## src/dual_link_health_watchdog_core_macros.svh

```systemverilog
// Assertion macros shared by the dual link health watchdog modules.
`ifndef DUAL_LINK_HEALTH_WATCHDOG_CORE_MACROS_SVH
`define DUAL_LINK_HEALTH_WATCHDOG_CORE_MACROS_SVH

// Implication in the same cycle, checked on the rising edge of clk outside reset.
`define DLHW_ASSERT_NOW(label, ante, cons, msg) \
    label: assert property (@(posedge clk) disable iff (!rst_n) (ante) |-> (cons)) \
        else $error(msg);

// Implication in the next cycle, checked on the rising edge of clk outside reset.
`define DLHW_ASSERT_NEXT(label, ante, cons, msg) \
    label: assert property (@(posedge clk) disable iff (!rst_n) (ante) |=> (cons)) \
        else $error(msg);

`endif

```

## src/dlhw_pkg.sv

```systemverilog
// Package with the opcodes, event codes, register indexes and defaults of the watchdog.
package dlhw_pkg;

    localparam int TIME_BITS_DEF    = 32;
    localparam int ATTEMPT_BITS_DEF = 8;

    localparam int CFG_DATA_W  = 32;
    localparam int CFG_INDEX_W = 2;
    localparam int INTERVAL_W  = 16;
    localparam int THRESHOLD_W = 32;
    localparam int MAX_ATT_W   = 8;
    localparam int ATT_OUT_W   = 8;
    localparam int OPCODE_W    = 3;
    localparam int EVENT_W     = 2;

    localparam logic [INTERVAL_W-1:0]  CHECK_INTERVAL_RST    = 16'd5000;
    localparam logic [THRESHOLD_W-1:0] FAILURE_THRESHOLD_RST = 32'd30000;
    localparam logic [MAX_ATT_W-1:0]   MAX_ATTEMPTS_RST      = 8'd3;

    typedef enum logic [CFG_INDEX_W-1:0] {
        REG_CHECK_INTERVAL    = 2'd0,
        REG_FAILURE_THRESHOLD = 2'd1,
        REG_MAX_ATTEMPTS      = 2'd2
    } cfg_index_t;

    typedef enum logic [OPCODE_W-1:0] {
        OP_TICK     = 3'd0,
        OP_INIT     = 3'd1,
        OP_SHUTDOWN = 3'd2,
        OP_RETRY_A  = 3'd3,
        OP_RETRY_B  = 3'd4
    } op_t;

    typedef enum logic [EVENT_W-1:0] {
        EV_NONE      = 2'd0,
        EV_RECOVERED = 2'd1,
        EV_LOST      = 2'd2
    } event_t;

    typedef struct packed {
        logic check;
        logic init;
        logic force_retry;
        logic connected;
    } link_cmd_t;

endpackage

```

## src/dlhw_link.sv

```systemverilog
// Per-link supervisor: last-seen time, health flag and retry attempt counter of one link.
`include "dual_link_health_watchdog_core_macros.svh"

module dlhw_link #(
    parameter int TIME_BITS    = dlhw_pkg::TIME_BITS_DEF,
    parameter int ATTEMPT_BITS = dlhw_pkg::ATTEMPT_BITS_DEF
) (
    input  logic                                clk,
    input  logic                                rst_n,
    input  logic                                en,
    input  dlhw_pkg::link_cmd_t                 cmd,
    input  logic [TIME_BITS-1:0]                now_ms,
    input  logic [dlhw_pkg::THRESHOLD_W-1:0]    failure_threshold,
    input  logic [dlhw_pkg::MAX_ATT_W-1:0]      max_attempts,
    output logic                                healthy_next,
    output logic [ATTEMPT_BITS-1:0]             attempts_next,
    output dlhw_pkg::event_t                    link_event,
    output logic                                retry
);

    localparam int THR_CMP_W = (TIME_BITS > dlhw_pkg::THRESHOLD_W) ?
                               TIME_BITS : dlhw_pkg::THRESHOLD_W;
    localparam int ATT_CMP_W = (ATTEMPT_BITS > dlhw_pkg::MAX_ATT_W) ?
                               ATTEMPT_BITS : dlhw_pkg::MAX_ATT_W;

    logic [TIME_BITS-1:0]    last_seen_reg;
    logic [TIME_BITS-1:0]    last_seen_next;
    logic                    healthy_reg;
    logic [ATTEMPT_BITS-1:0] attempts_reg;
    logic [ATTEMPT_BITS-1:0] attempts_bumped;
    logic [TIME_BITS-1:0]    down_time;
    logic                    past_threshold;
    logic                    below_max;

    assign attempts_bumped = (attempts_reg == {ATTEMPT_BITS{1'b1}}) ?
                             attempts_reg : attempts_reg + ATTEMPT_BITS'(1);
    assign down_time       = now_ms - last_seen_reg;
    assign past_threshold  = THR_CMP_W'(down_time) > THR_CMP_W'(failure_threshold);
    assign below_max       = ATT_CMP_W'(attempts_reg) < ATT_CMP_W'(max_attempts);

    always_comb
    begin
        last_seen_next = last_seen_reg;
        healthy_next   = healthy_reg;
        attempts_next  = attempts_reg;
        link_event     = dlhw_pkg::EV_NONE;
        retry          = 1'b0;
        priority if (cmd.check)
        begin
            if (cmd.connected)
            begin
                last_seen_next = now_ms;
                attempts_next  = '0;
                if (!healthy_reg)
                begin
                    healthy_next = 1'b1;
                    link_event   = dlhw_pkg::EV_RECOVERED;
                end
            end
            else if (healthy_reg)
            begin
                healthy_next = 1'b0;
                link_event   = dlhw_pkg::EV_LOST;
            end
            else if (past_threshold && below_max)
            begin
                attempts_next = attempts_bumped;
                retry         = 1'b1;
            end
        end
        else if (cmd.init)
        begin
            healthy_next = cmd.connected;
            if (cmd.connected)
            begin
                last_seen_next = now_ms;
            end
        end
        else if (cmd.force_retry)
        begin
            attempts_next = attempts_bumped;
            retry         = 1'b1;
        end
    end

    always_ff @(posedge clk or negedge rst_n)
    begin
        if (!rst_n)
        begin
            last_seen_reg <= '0;
            healthy_reg   <= 1'b0;
            attempts_reg  <= '0;
        end
        else if (en)
        begin
            last_seen_reg <= last_seen_next;
            healthy_reg   <= healthy_next;
            attempts_reg  <= attempts_next;
        end
    end

    `DLHW_ASSERT_NEXT(a_recover_sets_healthy, en && (link_event == dlhw_pkg::EV_RECOVERED), healthy_reg, "Recovered event without the link becoming healthy.")
    `DLHW_ASSERT_NEXT(a_retry_counts, en && retry, attempts_reg != '0, "Retry issued but the attempt counter stayed at zero.")
    `DLHW_ASSERT_NEXT(a_seen_clears_count, en && cmd.check && cmd.connected, (attempts_reg == '0) && (last_seen_reg == $past(now_ms)), "Connected check did not refresh the link.")

endmodule

```

## src/dual_link_health_watchdog_core.sv

```systemverilog
// Top level of the dual link health watchdog: input register, millisecond timer and result register.
// Each item passes through the input register, then the result register, after its input transfer.
// One item per cycle when not stalled; the timer compare and both link updates are combinational.
// A stalled result register holds back the input register, which then holds back the input.
// Reset is asynchronous and active low: it stops the watchdog, clears the timer, link state
// and counters, and returns the registers to check interval 5000, threshold 30000, three attempts.
`include "dual_link_health_watchdog_core_macros.svh"

module dual_link_health_watchdog_core #(
    parameter int TIME_BITS    = dlhw_pkg::TIME_BITS_DEF,
    parameter int ATTEMPT_BITS = dlhw_pkg::ATTEMPT_BITS_DEF
) (
    input  logic                                clk,
    input  logic                                rst_n,
    input  logic                                cfg_we,
    input  logic [dlhw_pkg::CFG_INDEX_W-1:0]    cfg_index,
    input  logic [dlhw_pkg::CFG_DATA_W-1:0]     cfg_data,
    input  logic                                in_valid,
    output logic                                in_ready,
    input  logic [dlhw_pkg::OPCODE_W-1:0]       opcode,
    input  logic                                link_a_connected,
    input  logic                                link_b_connected,
    output logic                                out_valid,
    input  logic                                out_ready,
    output logic                                link_a_healthy,
    output logic                                link_b_healthy,
    output logic                                any_healthy,
    output logic [dlhw_pkg::EVENT_W-1:0]        link_a_event,
    output logic [dlhw_pkg::EVENT_W-1:0]        link_b_event,
    output logic                                link_a_retry,
    output logic                                link_b_retry,
    output logic [dlhw_pkg::ATT_OUT_W-1:0]      link_a_attempts,
    output logic [dlhw_pkg::ATT_OUT_W-1:0]      link_b_attempts
);

    logic [dlhw_pkg::INTERVAL_W-1:0]  check_interval_reg;
    logic [dlhw_pkg::THRESHOLD_W-1:0] failure_threshold_reg;
    logic [dlhw_pkg::MAX_ATT_W-1:0]   max_attempts_reg;

    logic                             s1_valid_reg;
    logic [dlhw_pkg::OPCODE_W-1:0]    s1_op_reg;
    logic                             s1_ca_reg;
    logic                             s1_cb_reg;

    logic                             running_reg;
    logic                             running_next;
    logic [TIME_BITS-1:0]             now_reg;
    logic [TIME_BITS-1:0]             now_next;
    logic [TIME_BITS-1:0]             last_check_reg;
    logic [TIME_BITS-1:0]             since_check;

    logic                             out_valid_reg;
    logic                             a_healthy_reg;
    logic                             b_healthy_reg;
    logic                             any_healthy_reg;
    logic [dlhw_pkg::EVENT_W-1:0]     a_event_reg;
    logic [dlhw_pkg::EVENT_W-1:0]     b_event_reg;
    logic                             a_retry_reg;
    logic                             b_retry_reg;
    logic [dlhw_pkg::ATT_OUT_W-1:0]   a_attempts_reg;
    logic [dlhw_pkg::ATT_OUT_W-1:0]   b_attempts_reg;

    logic                             out_free;
    logic                             s1_fire;
    logic                             op_tick;
    logic                             op_init;
    logic                             op_shutdown;
    logic                             op_retry_a;
    logic                             op_retry_b;
    logic                             check_due;

    dlhw_pkg::link_cmd_t              a_cmd;
    dlhw_pkg::link_cmd_t              b_cmd;
    logic                             a_healthy_next;
    logic                             b_healthy_next;
    logic [ATTEMPT_BITS-1:0]          a_attempts_next;
    logic [ATTEMPT_BITS-1:0]          b_attempts_next;
    dlhw_pkg::event_t                 a_event;
    dlhw_pkg::event_t                 b_event;
    logic                             a_retry;
    logic                             b_retry;

    assign out_free = !out_valid_reg || out_ready;
    assign in_ready = !s1_valid_reg || out_free;
    assign s1_fire  = s1_valid_reg && out_free;

    always_ff @(posedge clk or negedge rst_n)
    begin
        if (!rst_n)
        begin
            check_interval_reg    <= dlhw_pkg::CHECK_INTERVAL_RST;
            failure_threshold_reg <= dlhw_pkg::FAILURE_THRESHOLD_RST;
            max_attempts_reg      <= dlhw_pkg::MAX_ATTEMPTS_RST;
        end
        else if (cfg_we)
        begin
            unique case (dlhw_pkg::cfg_index_t'(cfg_index))
                dlhw_pkg::REG_CHECK_INTERVAL:
                    check_interval_reg <= cfg_data[dlhw_pkg::INTERVAL_W-1:0];
                dlhw_pkg::REG_FAILURE_THRESHOLD:
                    failure_threshold_reg <= cfg_data[dlhw_pkg::THRESHOLD_W-1:0];
                dlhw_pkg::REG_MAX_ATTEMPTS:
                    max_attempts_reg <= cfg_data[dlhw_pkg::MAX_ATT_W-1:0];
                default:
                    ;
            endcase
        end
    end

    always_ff @(posedge clk or negedge rst_n)
    begin
        if (!rst_n)
        begin
            s1_valid_reg <= 1'b0;
        end
        else if (in_ready)
        begin
            s1_valid_reg <= in_valid;
        end
    end

    always_ff @(posedge clk)
    begin
        if (in_valid && in_ready)
        begin
            s1_op_reg <= opcode;
            s1_ca_reg <= link_a_connected;
            s1_cb_reg <= link_b_connected;
        end
    end

    always_comb
    begin
        op_tick     = 1'b0;
        op_init     = 1'b0;
        op_shutdown = 1'b0;
        op_retry_a  = 1'b0;
        op_retry_b  = 1'b0;
        unique case (dlhw_pkg::op_t'(s1_op_reg))
            dlhw_pkg::OP_TICK:     op_tick     = 1'b1;
            dlhw_pkg::OP_INIT:     op_init     = !running_reg;
            dlhw_pkg::OP_SHUTDOWN: op_shutdown = 1'b1;
            dlhw_pkg::OP_RETRY_A:  op_retry_a  = 1'b1;
            dlhw_pkg::OP_RETRY_B:  op_retry_b  = 1'b1;
            default:               ;
        endcase
    end

    assign now_next     = op_tick ? now_reg + TIME_BITS'(1) : now_reg;
    assign since_check  = now_next - last_check_reg;
    assign check_due    = op_tick && running_reg &&
                          (since_check >= TIME_BITS'(check_interval_reg));
    assign running_next = op_init ? 1'b1 : (op_shutdown ? 1'b0 : running_reg);

    assign a_cmd = '{check: check_due, init: op_init, force_retry: op_retry_a,
                     connected: s1_ca_reg};
    assign b_cmd = '{check: check_due, init: op_init, force_retry: op_retry_b,
                     connected: s1_cb_reg};

    dlhw_link #(
        .TIME_BITS    (TIME_BITS),
        .ATTEMPT_BITS (ATTEMPT_BITS)
    ) u_link_a (
        .clk               (clk),
        .rst_n             (rst_n),
        .en                (s1_fire),
        .cmd               (a_cmd),
        .now_ms            (now_next),
        .failure_threshold (failure_threshold_reg),
        .max_attempts      (max_attempts_reg),
        .healthy_next      (a_healthy_next),
        .attempts_next     (a_attempts_next),
        .link_event        (a_event),
        .retry             (a_retry)
    );

    dlhw_link #(
        .TIME_BITS    (TIME_BITS),
        .ATTEMPT_BITS (ATTEMPT_BITS)
    ) u_link_b (
        .clk               (clk),
        .rst_n             (rst_n),
        .en                (s1_fire),
        .cmd               (b_cmd),
        .now_ms            (now_next),
        .failure_threshold (failure_threshold_reg),
        .max_attempts      (max_attempts_reg),
        .healthy_next      (b_healthy_next),
        .attempts_next     (b_attempts_next),
        .link_event        (b_event),
        .retry             (b_retry)
    );

    always_ff @(posedge clk or negedge rst_n)
    begin
        if (!rst_n)
        begin
            running_reg    <= 1'b0;
            now_reg        <= '0;
            last_check_reg <= '0;
        end
        else if (s1_fire)
        begin
            running_reg <= running_next;
            now_reg     <= now_next;
            if (check_due)
            begin
                last_check_reg <= now_next;
            end
        end
    end

    always_ff @(posedge clk or negedge rst_n)
    begin
        if (!rst_n)
        begin
            out_valid_reg <= 1'b0;
        end
        else if (out_free)
        begin
            out_valid_reg <= s1_valid_reg;
        end
    end

    always_ff @(posedge clk)
    begin
        if (s1_fire)
        begin
            a_healthy_reg   <= a_healthy_next;
            b_healthy_reg   <= b_healthy_next;
            any_healthy_reg <= a_healthy_next | b_healthy_next;
            a_event_reg     <= a_event;
            b_event_reg     <= b_event;
            a_retry_reg     <= a_retry;
            b_retry_reg     <= b_retry;
            a_attempts_reg  <= dlhw_pkg::ATT_OUT_W'(a_attempts_next);
            b_attempts_reg  <= dlhw_pkg::ATT_OUT_W'(b_attempts_next);
        end
    end

    assign out_valid       = out_valid_reg;
    assign link_a_healthy  = a_healthy_reg;
    assign link_b_healthy  = b_healthy_reg;
    assign any_healthy     = any_healthy_reg;
    assign link_a_event    = a_event_reg;
    assign link_b_event    = b_event_reg;
    assign link_a_retry    = a_retry_reg;
    assign link_b_retry    = b_retry_reg;
    assign link_a_attempts = a_attempts_reg;
    assign link_b_attempts = b_attempts_reg;

    `DLHW_ASSERT_NEXT(a_fire_fills_result, s1_fire, out_valid_reg, "Processed item left no result in the output register.")
    `DLHW_ASSERT_NOW(a_stall_blocks_stage, out_valid_reg && !out_ready, !s1_fire, "Item processed while the result register was stalled.")
    `DLHW_ASSERT_NEXT(a_stopped_no_event, s1_fire && !running_reg, (a_event_reg == dlhw_pkg::EV_NONE) && (b_event_reg == dlhw_pkg::EV_NONE), "Link event reported while the watchdog was stopped.")

endmodule

```

## config.mk

```make
export PLATFORM = sky130hd
export DESIGN_NAME = dual_link_health_watchdog_core
export DESIGN_NICKNAME = d
export VERILOG_FILES = /design/src/dlhw_pkg.sv /design/src/dlhw_link.sv /design/src/dual_link_health_watchdog_core.sv
export VERILOG_INCLUDE_DIRS = /design/src /design/src/src
export SDC_FILE = /design/constraint.sdc
export NUM_CORES = 1
export LEC_CHECK = 0
export ABC_AREA = 1
export BUFFER_PORTS_ARGS = -buffer_cell sky130_fd_sc_hd__buf_2
export CORE_AREA = 2 2 200 153
export DETAILED_ROUTE_END_ITERATION = 7
export DIE_AREA = 0 0 202 155
export PLACE_DENSITY = 0.82
export SETUP_SLACK_MARGIN = 0.2
export SLEW_MARGIN = 20
export SYNTH_ARGS = -nofsm -noshare
export SYNTH_HDL_FRONTEND = slang
export SYNTH_SLANG_ARGS = --single-unit
```

## constraint.sdc

```tcl
create_clock -name clk -period 8.99 [get_ports clk]
set_input_delay 1.3485 -clock clk [delete_from_list [all_inputs] [get_ports clk]]
set_output_delay 1.3485 -clock clk [all_outputs]
set_load 0.05 [all_outputs]
```

==> run_results.csv, run 1 <==
group,metric,value,unit
status,outcome,"finished clean",
clock_tree,post_cts_buffers,0,
clock_tree,cts_resized,0,
timing,hold_slack,470,ps
floorplan,fp-row-count,55,
clock_tree,cts.path.max_buffers,3,
clock_tree,numCtsBuffers,25,
clock_tree,postCtsHoldBufs,0,
logic_synthesis,async_flop_share,87.2,%
finish,drive_gt1_share,6.51,%
critical_path,start_kind,"flip-flop",
timing,final.min_clock_period,6720,ps
timing,period_share,74.8,%
critical_path,r2r_end,"u_link_b.attempts_reg[6]$_DFFE_PN0P_",
job,cap_violations,0,
place,portBuffers,70,
hold_path,min_from,"u_link_a.last_seen_reg[4]$_DFFE_PN0P_",
clock_tree,clkTransAtPathRegs,60,ps
grt,grt.overflow.total,0,
logic_synthesis,yosys.area_share.simple,27.2,%
timing,rsz0062_at_grt,"false",
route,post_drt_via_cell_ratio,5.76,
route,top_layer,"met4",
floorplan,start_util,63.6,%
clock_tree,numClockSinks,235,
critical_path,crit_arrival,7100,ps
finish,seqCellArea,6050,um2
hold_path,min_path_type,"reg2reg",
floorplan,chipHeight,155,um
logic_synthesis,syn_area_per_cell,7.07,um2
route,wl_met1,25.8,mm
floorplan,dieArea,31300,um2
route,route.vias.total,18037,
grt,gr-usage-all-layers,35.6,%
logic_synthesis,synthCells,2657,
critical_path,slowest_stage,"nor4_1",
critical_path,crit_path_frequent_cell,"nand2_1",
hold_path,hold_end,"u_link_a.last_seen_reg[4]$_DFFE_PN0P_",
critical_path,end_kind,"flip-flop",
grt,grt_pass1_vias,16554,
logic_synthesis,synth-adder-area-share,13.0,%
grt,antenna_found_initial,0,
logic_synthesis,ys_warn_count,0,
clock_tree,root_buffer,"clkbuf_16",
logic_synthesis,synth-seq-cells,235,
logic_synthesis,synth.yosys.seq_area_share,32.2,%
timing,tightest_slew,1040,ps
clock_tree,h-tree-depth,1,
floorplan,io_pins,71,
logic_synthesis,synth_mux_area_share,0,%
route,met3_length,6.57,mm
timing,hold_viol,0,
finish,diodes,0,
route,wl_per_cell,17.9,um
logic_synthesis,synth_xor_area_share,5.23,%
logic_synthesis,synth.cell_area,18800,um2
finish,syn_to_final_growth,7.87,%
route,drt_pre_antenna_iters,7,
critical_path,max_stage_delay,590,ps
floorplan,die_w,202,um
logic_synthesis,synth_compound_area_share,11.8,%
hold_path,hold_path_depth,2,
critical_path,cp.required,9370,ps
route,detail-route-antenna-nets,0,
critical_path,regToRegSetupSlack,2270,ps
floorplan,core_area,29500,um2
route,wirelength,56.1,mm
critical_path,reg2reg_from,"now_reg[17]$_DFFE_PN0P_",
logic_synthesis,synth_edf_count,30,
logic_synthesis,syn_nets,2894,
critical_path,path_class,"reg2reg",
timing,max_slew_margin,30.3,%
logic_synthesis,synth_top_family_by_area,"simple AND/OR/NAND/NOR gates",
clock_tree,clock_latency,550,ps
finish,multiInputGateArea,10800,um2
route,route.detailed.drc,0,
finish,nFillCells,2565,
critical_path,r2r_cells,31,
critical_path,crit_fanout,9,
route,drt-initial-drc-count,1927,
finish,nNetsFinal,2955,
place,gp_congestion,0.985,
place,hpwl,43.9,mm
timing,setup_tns,0,ps
logic_synthesis,synth_ff_type,"dfrtp_1",
grt,grt_pass1_wl,88.6,mm
clock_tree,cts_tree,"built",
timing,slew_viol_final,0,
grt,grt_max_degree,87,
route,met2_wirelength,22.7,mm
timing,finalSetupViolCount,0,
timing,fmax,149,MHz
logic_synthesis,synth_cell_types,53,
timing,finalClockSkew,17.7,ps
per-stage QoR:
stage	instances	worst slack (ps)	area, um2	util, %
2_1_floorplan	2657	3900	18800	-
3_3_place_gp	3089	2410	19500	66.0
4_1_cts	3131	2350	20200	68.5
6_report	3132	2270	20200	68.6
5_1_grt	3132	1900	20200	68.6
3_5_place_dp	3089	2350	19500	66.0
Yosys cell counts (8+ instances only):
master,number,area (um2)
a31oi_1,12,75.1
inv_1,430,1610
buf_2,16,80.1
xor2_1,88,771
nor3_1,33,165
nor2_1,156,586
dfstp_2,14,368
a21boi_0,8,60.1
o21a_1,9,67.6
nand2_1,784,2940
o21ai_0,174,871
clkbuf_1,26,97.6
a21oi_1,161,806
o21ai_1,26,130
edfxtp_1,30,901
dfrtp_1,191,4780
ha_1,190,2380
buf_6,10,113
nand3_1,94,470
o21bai_1,8,60.1
xnor2_1,24,210
nand4_1,97,607
cells in the final DEF, fill, tap and decap left out, types with 25 or more instances in the layout:
cell type  instances
nand2_1          784
edfxtp_1          30
o21ai_0          174
dfrtp_1          191
o21ai_1           26
nand3_1           93
inv_1            429
nand4_1           97
clkbuf_16         25
nor2_1           156
ha_1             190
xor2_1            88
a21oi_1          161
buf_2             69
nor3_1            32
cells by family (layout without fill, tap and decap cells):
kind of cell / after synthesis / count (layout)
and+or+nand+nor: 1203 / 1203
AOI/OAI and AO/OA: 417 / 417
buffers and inverters: 497 / 573
DFF: 235 / 235
xor gates and xnor gates: 112 / 112
adders and majority gates: 193 / 193
area by class of cell:
type,count,share of cell area [%]
clock buffer,33,3.24
clock inverter,9,0.383
inverter,436,8.09
multi-input combinational,1925,53.2
sequential,235,29.9
tap,399,2.47
timing repair buffer,95,2.76
per-layer routing:
layer  vias up  GRT usage (%)
met5         -              0
met4         0           7.49
met3        77           8.73
met2       844           51.0
met1      8417           54.1
li1       8699              -
worst max-delay path: cells and delay by family, from the launching register on:
family / cells / cell delay, ps
AOI/OAI and AO/OA: 5 / 1100
buffers and inverters: 5 / 490
adders and majority gates: 2 / 650
xor gates and xnor gates: 2 / 440
and+or+nand+nor: 17 / 3490
DFF: 1 / 400
worst max path at each step:
stage | end | cells after the start | startpoint | slack, ps
finish | u_link_b.attempts_reg[6]$_DFFE_PN0P_ | 31 | now_reg[17]$_DFFE_PN0P_ | 2270
global route | u_link_b.attempts_reg[6]$_DFFE_PN0P_ | 31 | now_reg[17]$_DFFE_PN0P_ | 1900
CTS | link_a_attempts[3]$_DFFE_PP_ | 31 | s1_op_reg[0]$_DFFE_PP_ | 2350
detailed placement | link_a_attempts[3]$_DFFE_PP_ | 26 | s1_op_reg[0]$_DFFE_PP_ | 2350
global placement | link_a_attempts[7]$_DFFE_PP_ | 26 | s1_op_reg[0]$_DFFE_PP_ | 2410
floorplan | link_a_attempts[0]$_DFFE_PP_ | 29 | s1_op_reg[0]$_DFFE_PP_ | 3900
Power of run 1 is left out: the tool's default activity adds up to more than one toggle a clock period on the data nets, which glitch-free logic cannot reach.
==> run 2: changes to the inputs <==
Settings changed: CORE_AREA 2 2 200 153 to 2 2 201 154, DIE_AREA 0 0 202 155 to 0 0 203 156, PLACE_DENSITY 0.82 to 0.81.
Clock period 8.99 ns to 6.2 ns, I/O delays scaled along.
==> run_results.csv, run 2 (synthesis gave the netlist of run 1 again) <==
group,metric,value,unit
timing,tightest_slew,1090,ps
timing,fmax,175,MHz
route,met3_length,7.06,mm
clock_tree,clock_latency,570,ps
route,wirelength,59.1,mm
clock_tree,postCtsHoldBufs,0,
clock_tree,numCtsBuffers,26,
finish,nNetsFinal,2986,
grt,grt_max_degree,152,
clock_tree,cts.path.max_buffers,3,
route,post_drt_via_cell_ratio,5.81,
critical_path,path_class,"reg2reg",
critical_path,crit_start,"s1_op_reg[0]$_DFFE_PP_",
critical_path,crit_fanout,8,
place,gp_congestion,1.01,
critical_path,critPathBufInv,3,
critical_path,crit_family,"simple AND/OR/NAND/NOR gates",
clock_tree,numClockSinks,235,
finish,final_common_cell,"nand2_1",
timing,hold_viol,0,
route,route.vias.total,18398,
floorplan,io_pins,71,
route,drt-initial-drc-count,2191,
timing,max_slew_margin,26.8,%
finish,final_cell_mix,"782 x nand2_1, 429 x inv_1, 191 x dfrtp_1, 189 x ha_1, 168 x o21ai_0",
grt,grt.overflow.total,0,
timing,slew_viol_final,0,
place,portBuffers,70,
place,hpwl,44.9,mm
critical_path,end_kind,"flip-flop",
clock_tree,h-tree-depth,1,
timing,finalClockSkew,23.8,ps
grt,gr-usage-all-layers,36.9,%
finish,drive_gt1_share,9.03,%
route,detail-route-antenna-nets,0,
timing,finalSetupViolCount,0,
job,cap_violations,0,
floorplan,dieArea,31700,um2
timing,setup_tns,0,ps
route,route.detailed.drc,0,
grt,grt_pass1_vias,16776,
clock_tree,root_buffer,"clkbuf_16",
floorplan,fp-row-count,55,
grt,antenna_found_initial,1,
floorplan,die_w,203,um
timing,period_share,92.1,%
critical_path,slowest_stage,"edfxtp_1",
route,top_layer,"met4",
status,outcome,"finished clean",
clock_tree,clkTransAtPathRegs,70,ps
route,wl_met1,27.3,mm
timing,final.min_clock_period,5710,ps
route,wl_per_cell,18.7,um
route,drt_pre_antenna_iters,6,
grt,grt_pass1_wl,91.7,mm
critical_path,crit_arrival,6170,ps
timing,rsz0062_at_grt,"false",
floorplan,chipHeight,156,um
clock_tree,cts_tree,"built",
critical_path,reg2reg_from,"s1_op_reg[0]$_DFFE_PP_",
critical_path,max_stage_delay,430,ps
floorplan,core_area,29700,um2
critical_path,cp.required,6660,ps
route,met2_wirelength,23.4,mm
floorplan,start_util,63.3,%
critical_path,start_kind,"flip-flop",
finish,syn_to_final_growth,11.6,%
hold_path,min_path_type,"in2async",
==> run 2: changes by cell type in the layout (fill, tap and decap cells not counted), moves of 4 or more <==
cell,delta
xor2_2,+7
o21ai_0,-6
clkbuf_1,-8
buf_4,+26
a21boi_0,-6
a21boi_1,+5
xor2_1,-10
nor2_2,+4
bufinv_16,+4
clkbuf_16,+4
nor2_1,-5
==> run 2: final cells by class <==
| cell class | count | area [um2] |
|---|---|---|
| antenna | 1 | 2.50 |
| clock buffer | 32 | 767 |
| clock inverter | 16 | 225 |
| fill | 2459 | 8710 |
| inverter | 436 | 1640 |
| multi-input combinational | 1926 | 11000 |
| sequential | 235 | 6050 |
| tap | 399 | 499 |
| timing repair buffer | 124 | 806 |
==> run 2: worst paths after layout <==
path	endpoint	slack (ps)	cells after the start
min reg2reg	u_link_b.last_seen_reg[10]$_DFFE_PN0P_	470	2
min	check_interval_reg[15]$_DFFE_PN0P_	320	1
max reg2reg	u_link_b.attempts_reg[6]$_DFFE_PN0P_	490	31
max in group asynchronous	u_link_b.healthy_reg$_DFFE_PN0P_	4610	2
min in group clk	u_link_b.last_seen_reg[10]$_DFFE_PN0P_	470	2
max	u_link_b.attempts_reg[6]$_DFFE_PN0P_	490	31
==> run 2: layer usage <==
metal | track usage (%) | vias up
li1 | - | 8774
met1 | 56.2 | 8559
met2 | 51.4 | 967
met3 | 10.4 | 98
met4 | 8.34 | 0
met5 | 0 | -
==> run 2: worst reg2reg max path: cells and delay by family (launching register included) <==
family | cells | cell delay, ps
and+or+nand+nor | 19 | 2490
AOI/OAI and AO/OA | 5 | 1020
adders and majority gates | 2 | 690
xor gates and xnor gates | 2 | 630
DFF | 1 | 430
buffers and inverters | 3 | 390
==> run 2: stage by stage <==
stage	area (um2)	setup slack, ps	instances	hold slack (ps)	util (%)
finish	20900	489	3169	318	70.6
global route	20900	132	3168	358	70.6
CTS	20700	209	3164	329	69.8
detailed placement	19700	219	3116	458	66.5
global placement	19700	357	3116	453	66.5
floorplan	18800	1110	2657	442	-
==> run 2: what timing repair did <==
action / in CTS / in global routing
gates cloned: 0 / 1
resized for setup: 1 / 49
endpoints found under the setup margin: 2 / 61
setup buffers: 0 / 3
pin swaps: 0 / 4
hold endpoints to repair: 0 / 0
Power of run 2 is left out for the same reason.
==> run 3: changes to the inputs <==
Settings changed: PLACE_DENSITY 0.81 to 0.86.
==> run_results.csv, run 3 (synthesis gave the netlist of run 1 again) <==
group,metric,value,unit
status,outcome,"finished clean",
finish,nNetsFinal,2993,
grt,gr-usage-all-layers,35.5,%
route,route.vias.total,18540,
timing,slew_viol_final,0,
timing,rsz0062_at_grt,"false",
critical_path,slowest_stage,"dfrtp_1",
timing,max_slew_margin,24.9,%
clock_tree,root_buffer,"clkbuf_16",
route,wirelength,57.5,mm
clock_tree,clock_latency,560,ps
route,detail-route-antenna-nets,0,
timing,final.min_clock_period,5710,ps
floorplan,io_pins,71,
critical_path,max_stage_delay,410,ps
finish,nFillCells,2456,
route,post_drt_via_cell_ratio,5.84,
floorplan,dieArea,31700,um2
grt,grt_max_degree,144,
job,cap_violations,0,
timing,finalSetupViolCount,0,
route,route.detailed.drc,0,
finish,syn_to_final_growth,11.1,%
clock_tree,numClockSinks,235,
grt,grt_pass1_wl,89.2,mm
timing,period_share,92.1,%
timing,setup_tns,0,ps
clock_tree,postCtsHoldBufs,0,
grt,grt.overflow.total,0,
route,drt_pre_antenna_iters,6,
critical_path,path_class,"reg2reg",
critical_path,crit_arrival,6210,ps
finish,diodes,0,
grt,antenna_found_initial,0,
clock_tree,cts_tree,"built",
finish,drive_gt1_share,8.97,%
critical_path,crit_fanout,8,
route,drt-initial-drc-count,2500,
place,gp_congestion,0.983,
clock_tree,numCtsBuffers,25,
floorplan,fp-row-count,55,
critical_path,start_kind,"flip-flop",
critical_path,regToRegSetupSlack,490,ps
timing,hold_viol,0,
floorplan,core_area,29700,um2
floorplan,die_w,203,um
timing,tightest_slew,1120,ps
timing,fmax,175,MHz
grt,grt_pass1_vias,16858,
timing,finalClockSkew,20.0,ps
finish,final_common_cell,"nand2_1",
clock_tree,h-tree-depth,1,
clock_tree,clkTransAtPathRegs,70,ps
place,hpwl,43.9,mm
critical_path,cp.required,6700,ps
clock_tree,cts.path.max_buffers,3,
place,portBuffers,70,
finish,final_cell_mix,"782 x nand2_1, 429 x inv_1, 191 x dfrtp_1, 189 x ha_1, 169 x o21ai_0",
critical_path,crit_path_frequent_cell,"nand2_1",
floorplan,start_util,63.3,%
critical_path,end_kind,"flip-flop",
route,wl_per_cell,18.1,um
floorplan,chipHeight,156,um
hold_path,min_path_type,"in2async",
## run 3: changes by cell type in the layout (fill, tap and decap cells not counted), sizes merged
cell / change
clkinvlp: +1
buf: +8
clkinv: -1
diode: -1
inv: +1
bufinv: -3
## run 3: worst paths after layout
check / from / endpoint / cells past startpoint
worst min-delay path: rst_n / check_interval_reg[10]$_DFFE_PN0P_ / 1
max in group asynchronous: rst_n / now_reg[24]$_DFFE_PN0P_ / 2
worst max-delay path: now_reg[0]$_DFFE_PN0P_ / u_link_a.attempts_reg[0]$_DFFE_PN0P_ / 33
worst max register to register: now_reg[0]$_DFFE_PN0P_ / u_link_a.attempts_reg[0]$_DFFE_PN0P_ / 33
min in group clk: u_link_b.last_seen_reg[11]$_DFFE_PN0P_ / u_link_b.last_seen_reg[11]$_DFFE_PN0P_ / 2
worst min register to register: u_link_b.last_seen_reg[11]$_DFFE_PN0P_ / u_link_b.last_seen_reg[11]$_DFFE_PN0P_ / 2
## run 3: cell type report
type	count	area (um2)	share of cell area, %
clock inverter	14	150	0.720
clock buffer	32	724	3.47
inverter	436	1640	7.86
multi-input combinational	1926	10900	52.4
sequential	235	6050	29.0
tap	399	499	2.39
timing repair buffer	132	862	4.13
## run 3: metrics by stage
step           util, %  instances  area [um2]  setup WS [ps]  hold slack (ps)
2_1_floorplan        -       2657       18800           1110              442
3_3_place_gp      66.6       3119       19700            261              453
3_5_place_dp      66.6       3119       19700            189              459
4_1_cts           69.5       3165       20600            212              371
5_1_grt           70.3       3174       20900            152              390
6_report          70.3       3174       20900            491              353
## run 3: metal layers
layer,part of all wire [%],vias up,track usage (%),routed length [um]
met3,12,106,7.46,6690
met4,2.2,0,8.13,1280
met5,0,-,0,0
li1,-,8782,-,-
met2,41,1002,51.5,23400
met1,45,8650,54.0,26200
## run 3: worst max-delay path: cells and delay by family (launching register included)
kind | cells | cell delay, ps
buf+inv | 5 | 590
fa+ha+maj | 3 | 870
flops | 1 | 410
compound gates | 7 | 1340
xor+xnor | 2 | 420
simple gates | 16 | 2010
## run 3: what timing repair did
item | CTS | global route
endpoints found under the hold margin | 0 | 0
setup endpoints to repair | 10 | 45
cloned | 0 | 1
setup buffers | 0 | 8
gates resized for setup | 1 | 38
pin swaps | 0 | 4
Power of run 3 is left out for the same reason.
